## src/rtl/slg_pkg.sv

```systemverilog
// Package for the shuffled Lehmer uniform generator.
// Holds generator constants, table sizing, sequencer states and the table write struct.
// No dependencies.
package slg_pkg;

	localparam int TABLE_SIZE = 32;
	localparam int TBL_AW = $clog2(TABLE_SIZE);
	localparam int VAL_W = 31;
	localparam int MUL_W = 15;
	localparam int PROD_W = VAL_W + MUL_W;
	localparam int WARM_STEPS = TABLE_SIZE + 8;
	localparam int CNT_W = $clog2(WARM_STEPS);

	localparam logic [MUL_W-1:0] LCG_MUL = 15'd16807;
	localparam logic [VAL_W-1:0] LCG_MOD = 31'h7FFF_FFFF;
	localparam logic [VAL_W-1:0] SEED_RESET = 31'd3476;
	localparam logic [CNT_W-1:0] WARM_LAST = CNT_W'(WARM_STEPS - 1);
	localparam logic [CNT_W-1:0] TABLE_LIMIT = CNT_W'(TABLE_SIZE);

	typedef enum logic [2:0] {
		S_IDLE = 3'b001,
		S_MUL  = 3'b010,
		S_FOLD = 3'b100
	} state_t;

	typedef struct packed {
		logic              en;
		logic [TBL_AW-1:0] addr;
		logic [VAL_W-1:0]  data;
	} tbl_wr_t;

endpackage

```

## src/rtl/slg_lcg_unit.sv

```systemverilog
// Shared Lehmer step unit: registered multiply by 16807, then fold modulo 2^31-1.
// The product is registered on load; the fold is combinational. Depends on slg_pkg.
module slg_lcg_unit import slg_pkg::*; (
	input  logic             clk,
	input  logic             load,
	input  logic [VAL_W-1:0] x,
	output logic [VAL_W-1:0] y
);

	logic [PROD_W-1:0] prod_q;
	logic [VAL_W:0]    sum;

	always_ff @(posedge clk) begin
		if (load) begin
			prod_q <= PROD_W'(x) * PROD_W'(LCG_MUL);
		end
	end

	always_comb begin
		sum = {1'b0, prod_q[VAL_W-1:0]} + (VAL_W+1)'(prod_q[PROD_W-1:VAL_W]);
		if (sum >= {1'b0, LCG_MOD}) begin
			sum = sum - {1'b0, LCG_MOD};
		end
		y = sum[VAL_W-1:0];
	end

endmodule

```

## src/rtl/slg_table.sv

```systemverilog
// Shuffle table memory with one write port and one registered read port.
// Depends on slg_pkg.
module slg_table import slg_pkg::*; (
	input  logic              clk,
	input  tbl_wr_t           wr,
	input  logic [TBL_AW-1:0] rd_addr,
	output logic [VAL_W-1:0]  rd_data
);

	logic [VAL_W-1:0] mem [TABLE_SIZE];
	logic [VAL_W-1:0] rd_data_q;

	always_ff @(posedge clk) begin
		if (wr.en) begin
			mem[wr.addr] <= wr.data;
		end
		rd_data_q <= mem[rd_addr];
	end

	assign rd_data = rd_data_q;

endmodule

```

## src/rtl/shuffled_lcg_uniform_generator_unit.sv

```systemverilog
// A plain request runs one step of the shared step unit and returns the table word it reads;
// a reseed request, or the first after reset, first runs 40 warm-up steps of the step unit.
// Requests are taken only in the idle state, and an output stall holds the fold step.
// Reset clears control state, restores the seed register to 3476 and marks the table
// stale, so the first request after reset reinitializes the generator.
// Depends on slg_pkg, slg_lcg_unit and slg_table.
module shuffled_lcg_uniform_generator_unit import slg_pkg::*; (
	input  logic             clk,
	input  logic             arst_n,
	input  logic             cfg_we,
	input  logic [VAL_W-1:0] cfg_data,
	input  logic             in_valid,
	output logic             in_stall,
	input  logic             reseed,
	output logic             out_valid,
	input  logic             out_stall,
	output logic [VAL_W-1:0] value
);

	state_t           state_q;
	logic [VAL_W-1:0] seed_q;
	logic [VAL_W-1:0] s_q;
	logic [VAL_W-1:0] last_q;
	logic [VAL_W-1:0] value_q;
	logic             out_valid_q;
	logic             init_q;
	logic [CNT_W-1:0] cnt_q;
	logic [VAL_W-1:0] step_y;
	logic [VAL_W-1:0] rd_data;
	logic [VAL_W-1:0] seed_clean;
	logic             accept;
	logic             fold_go;
	tbl_wr_t          wr;

	assign accept = in_valid && (state_q == S_IDLE);
	assign fold_go = (state_q == S_FOLD) && (init_q || !out_valid_q || !out_stall);
	assign seed_clean = (seed_q == '0 || seed_q == LCG_MOD) ? VAL_W'(1) : seed_q;

	always_comb begin
		wr.en = 1'b0;
		wr.addr = cnt_q[TBL_AW-1:0];
		wr.data = step_y;
		if (fold_go) begin
			if (init_q) begin
				wr.en = cnt_q < TABLE_LIMIT;
			end else begin
				wr.en = 1'b1;
				wr.addr = last_q[VAL_W-1 -: TBL_AW];
			end
		end
	end

	slg_lcg_unit u_step (
		.clk  (clk),
		.load (state_q == S_MUL),
		.x    (s_q),
		.y    (step_y)
	);

	slg_table u_table (
		.clk     (clk),
		.wr      (wr),
		.rd_addr (last_q[VAL_W-1 -: TBL_AW]),
		.rd_data (rd_data)
	);

	always_ff @(posedge clk or negedge arst_n) begin
		if (!arst_n) begin
			state_q <= S_IDLE;
			seed_q <= SEED_RESET;
			last_q <= '0;
			out_valid_q <= 1'b0;
			init_q <= 1'b0;
			cnt_q <= '0;
		end else begin
			if (cfg_we) begin
				seed_q <= cfg_data;
			end
			if (fold_go && !init_q) begin
				out_valid_q <= 1'b1;
			end else if (!out_stall) begin
				out_valid_q <= 1'b0;
			end
			case (state_q)
				S_IDLE: begin
					if (accept) begin
						init_q <= reseed || (last_q == '0);
						cnt_q <= WARM_LAST;
						state_q <= S_MUL;
					end
				end
				S_MUL: begin
					state_q <= S_FOLD;
				end
				S_FOLD: begin
					if (fold_go) begin
						if (init_q) begin
							state_q <= S_MUL;
							if (cnt_q == '0) begin
								init_q <= 1'b0;
								last_q <= step_y;
							end else begin
								cnt_q <= cnt_q - 1'b1;
							end
						end else begin
							last_q <= rd_data;
							state_q <= S_IDLE;
						end
					end
				end
				default: begin
					state_q <= S_IDLE;
				end
			endcase
		end
	end

	always_ff @(posedge clk) begin
		if (accept && (reseed || last_q == '0)) begin
			s_q <= seed_clean;
		end else if (fold_go) begin
			s_q <= step_y;
		end
		if (fold_go && !init_q) begin
			value_q <= rd_data;
		end
	end

	assign in_stall = (state_q != S_IDLE);
	assign out_valid = out_valid_q;
	assign value = value_q;

`ifndef SYNTH
	a_state_onehot: assert property (@(posedge clk) disable iff (!arst_n)
		$onehot(state_q))
		else $error("sequencer state is not one-hot");

	a_value_range: assert property (@(posedge clk) disable iff (!arst_n)
		out_valid |-> (value != '0 && value != LCG_MOD))
		else $error("output word outside the generator range");

	a_accept_starts: assert property (@(posedge clk) disable iff (!arst_n)
		(in_valid && !in_stall) |=> (state_q == S_MUL))
		else $error("accepted request did not start a step");

	a_warm_count: assert property (@(posedge clk) disable iff (!arst_n)
		init_q |-> (cnt_q <= WARM_LAST))
		else $error("warm-up counter out of range");
`endif

endmodule
```

## config.mk

```make
export PLATFORM = sky130hd
export DESIGN_NAME = shuffled_lcg_uniform_generator_unit
export DESIGN_NICKNAME = d
export VERILOG_FILES = /design/src/rtl/slg_pkg.sv /design/src/rtl/slg_lcg_unit.sv /design/src/rtl/slg_table.sv /design/src/rtl/shuffled_lcg_uniform_generator_unit.sv
export SDC_FILE = /design/constraint.sdc
export NUM_CORES = 2
export LEC_CHECK = 0
export BUFFER_PORTS_ARGS = -buffer_cell sky130_fd_sc_hd__buf_2
export CORE_ASPECT_RATIO = 0.9
export CORE_MARGIN = 10
export CORE_UTILIZATION = 60
export CTS_BUF_LIST = sky130_fd_sc_hd__clkbuf_4
export CTS_CLUSTER_DIAMETER = 200
export CTS_CLUSTER_SIZE = 10
export DETAILED_ROUTE_END_ITERATION = 6
export GPL_ROUTABILITY_DRIVEN = 0
export GPL_TIMING_DRIVEN = 0
export PLACE_DENSITY_LB_ADDON = 0.25
export SYNTH_ARGS = -nofsm -noshare
export SYNTH_HDL_FRONTEND = slang
export SYNTH_SLANG_ARGS = --single-unit
export TNS_END_PERCENT = 30
```

## constraint.sdc

```tcl
create_clock -name clk -period 8.6 [get_ports clk]
set_clock_uncertainty 0.15 [all_clocks]
set_input_delay 1.29 -clock clk [delete_from_list [all_inputs] [get_ports clk]]
set_output_delay 1.29 -clock clk [all_outputs]
set_load 0.05 [all_outputs]
```

==> impl_metrics.py <==
metrics = {
    "status": {
        "status": "complete, but fails checks",
        "violations": "design-rule violations",
    },
    "route": {
        "viasPerCell": 6.577,
        "drc_errors": 1,
        "ant_nets": 0,
        "dr.first_iter.drc_count": 4497,
        "via_count": 32470,
        "first_pass_iters": 7,
        "wl_um": 143500,
        "wl_per_cell_um": 29.07,
    },
    "worst_setup_path": {
        "start_kind": "register",
        "crit_fanout": 5,
        "required_ps": 9240,
        "crit_type": "register to register",
        "r2r_cells": 22,
        "r2r-start": "s_q[11]$_DFFE_PP_",
        "rrSetupSlack_ps": 800,
        "worstSetupStartpoint": "s_q[11]$_DFFE_PP_",
        "reg2reg_to": "u_step.prod_q[43]$_DFFE_PP_",
        "cp-end-kind": "register",
        "cp.arrival_ps": 8440,
    },
    "flow_run": {
        "drv_cap": 0,
    },
    "place": {
        "portBuffers": 68,
        "post-dp-hpwl_um": 101100,
        "pre_cts_ws_ps": 961.9,
    },
    "synth": {
        "yosysSeqAreaShare_pct": 64.36,
        "synth_top_family_by_area": "multiplexers",
        "ys.flop_type": "edfxtp_1",
        "syn-num-nets": 3751,
        "yosysWarnings": 0,
        "syn-cell-area_mm2": 0.05514,
        "synth_fa_ha_area_share_pct": 9.516,
        "synth_cell_types": 86,
        "syn_inst": 3375,
        "synth_edf_count": 1100,
        "synthXorXnorAreaFrac_pct": 1.259,
        "synth.area.mux_share_pct": 11.91,
        "yosys.area_share.simple_pct": 4.018,
        "ys_top_cells_by_count": "1100 x edfxtp_1, 308 x inv_1, 221 x mux4_2",
        "synth_most_common_cell": "edfxtp_1",
        "async_flop_share_pct": 6.063,
        "synth_top_cell_area_share_pct": 59.90,
        "synth_compound_gate_area_share_pct": 5.829,
        "synth_area_leader_cell": "edfxtp_1",
        "syn_avg_cell_area_um2": 16.34,
        "yosys-top-cells-area": "edfxtp_1 60%, mux4_2 9.0%, fa_1 4.9%",
        "synth_seq_cells": 1204,
    },
    "clock_network": {
        "cts_tree": "yes",
        "cts_hold_buf": 0,
        "postCtsSetupBuffers": 0,
        "clock_sinks": 1204,
        "cts_resized": 0,
        "clock_path_buffers": 3,
        "htreeDepth": 4,
        "cts_buffers": 138,
        "clk_latency_ps": 1060,
        "clockRootBuffer": "clkbuf_4",
        "clk_transition_reported_paths_ps": 120,
    },
    "sta": {
        "setup_viol": 0,
        "hold_violations": 0,
        "max_freq_mhz": 128.3,
        "fin_setup_tns_ps": 0,
        "worst-slew-pin-transition_ps": 1375,
        "period_minus_slack_ps": 7797,
        "max_slew_margin_pct": 8.335,
        "period_share_pct": 90.66,
        "setup_ws_ps": 803.2,
        "slew_viol_final": 0,
        "rsz0062_at_grt": "no",
    },
    "global_routing": {
        "grt_max_degree": 74,
        "grt_pass1_vias": 32600,
        "overflow": 0,
        "antenna_found_initial": 6,
        "track_usage_pct": 27.54,
        "grt_pass1_wl_um": 211900,
    },
    "floorplanning": {
        "die_area_mm2": 0.1044,
        "io_pins": 70,
        "num_rows": 105,
        "die_h_um": 307.6,
        "core_area_mm2": 0.09117,
        "fp.dieW_um": 339.6,
        "initial_core_util_pct": 60.48,
    },
    "min_path": {
        "hold_path.class": "input port to async pin",
    },
    "layout": {
        "area_growth_pct": 8.847,
        "drive_above_1_share_pct": 18.64,
        "fin_util_pct": 65.83,
        "layout.nets": 4012,
    },
}
sequential cells by signal (all words and copies together) (netlist names):
signal,flops
u_step.prod_q,46
u_table.mem,992
s_q,31
cnt_q,6
seed_q,31
state_q,3
out_valid,1
u_table.rd_data,31
last_q,31
init_q,1
value,31
layout by cell type, fill, tap and decap left out, types with 89 or more instances in the layout:
| master | count |
|---|---|
| a21oi_1 | 112 |
| ha_1 | 205 |
| mux4_2 | 221 |
| nand2_1 | 113 |
| inv_1 | 308 |
| clkbuf_4 | 197 |
| mux2i_1 | 124 |
| fa_1 | 134 |
| edfxtp_1 | 1100 |
| nor2_1 | 99 |
| clkbuf_1 | 89 |
layout make-up:
cell class / count / area [um2]
diodes: 5 / 12.51
plain buffers: 143 / 556.8
clock buffers: 197 / 1479
clock inverters: 8 / 87.58
fillers: 6176 / 31150
inverters: 309 / 1160
multi-input cells: 1719 / 18320
flip-flops and latches: 1204 / 35490
well taps: 1230 / 1539
repair buffers: 121 / 1378
stage by stage:
stage          hold slack, ps  std cells  cell area (um2)
6_report                194.1       4936            60020
2_1_floorplan           250.6       3375            55140
3_3_place_gp            286.5       4673            57020
4_1_cts                 163.4       4931            60000
5_1_grt                 231.1       4934            60020
3_5_place_dp            283.7       4726            58440
worst max-delay path: stages (launching register included):
cell and delay (ps):
edfxtp_1 620, inv_1 200, fa_1 540, inv_1 40, ha_1 270, inv_1 50
fa_1 500, inv_1 40, ha_1 280, fa_1 490, inv_1 50, fa_1 480
inv_1 40, ha_1 370, and3_1 260, nand3_1 110, o31ai_1 740, nand3_1 400
a2111oi_0 840, o221ai_1 360, o21ai_0 360, a31oi_1 190, xnor2_1 150
layer usage:
layer | share of wire, % | GRT usage (%)
met1 | 39 | 39.57
met2 | 44 | 40.21
met3 | 13 | 7.595
met4 | 3.6 | 10.35
met5 | 0.014 | 0
logic make-up after synthesis:
| family | count (synthesis) |
|---|---|
| AO/OA/AOI/OAI | 469 |
| XOR/XNOR | 75 |
| adder cells (fa/ha/maj) | 339 |
| buffers and inverters | 452 |
| flip-flops | 1204 |
| multiplexers | 376 |
| AND/OR/NAND/NOR | 460 |
worst max path at each step:
stage,endpoint,slack [ps],cells past startpoint
final,u_step.prod_q[43]$_DFFE_PP_,800,22
after global routing,u_step.prod_q[43]$_DFFE_PP_,480,22
after CTS,u_step.prod_q[43]$_DFFE_PP_,910,22
after detailed placement,u_step.prod_q[43]$_DFFE_PP_,960,22
after global placement,u_table.mem[13][19]$_DFFE_PP_,160,8
after floorplan,u_step.prod_q[43]$_DFFE_PP_,2420,23
Power is left out: the tool's default activity adds up to more than one toggle a clock period on the data nets, which glitch-free logic cannot reach.
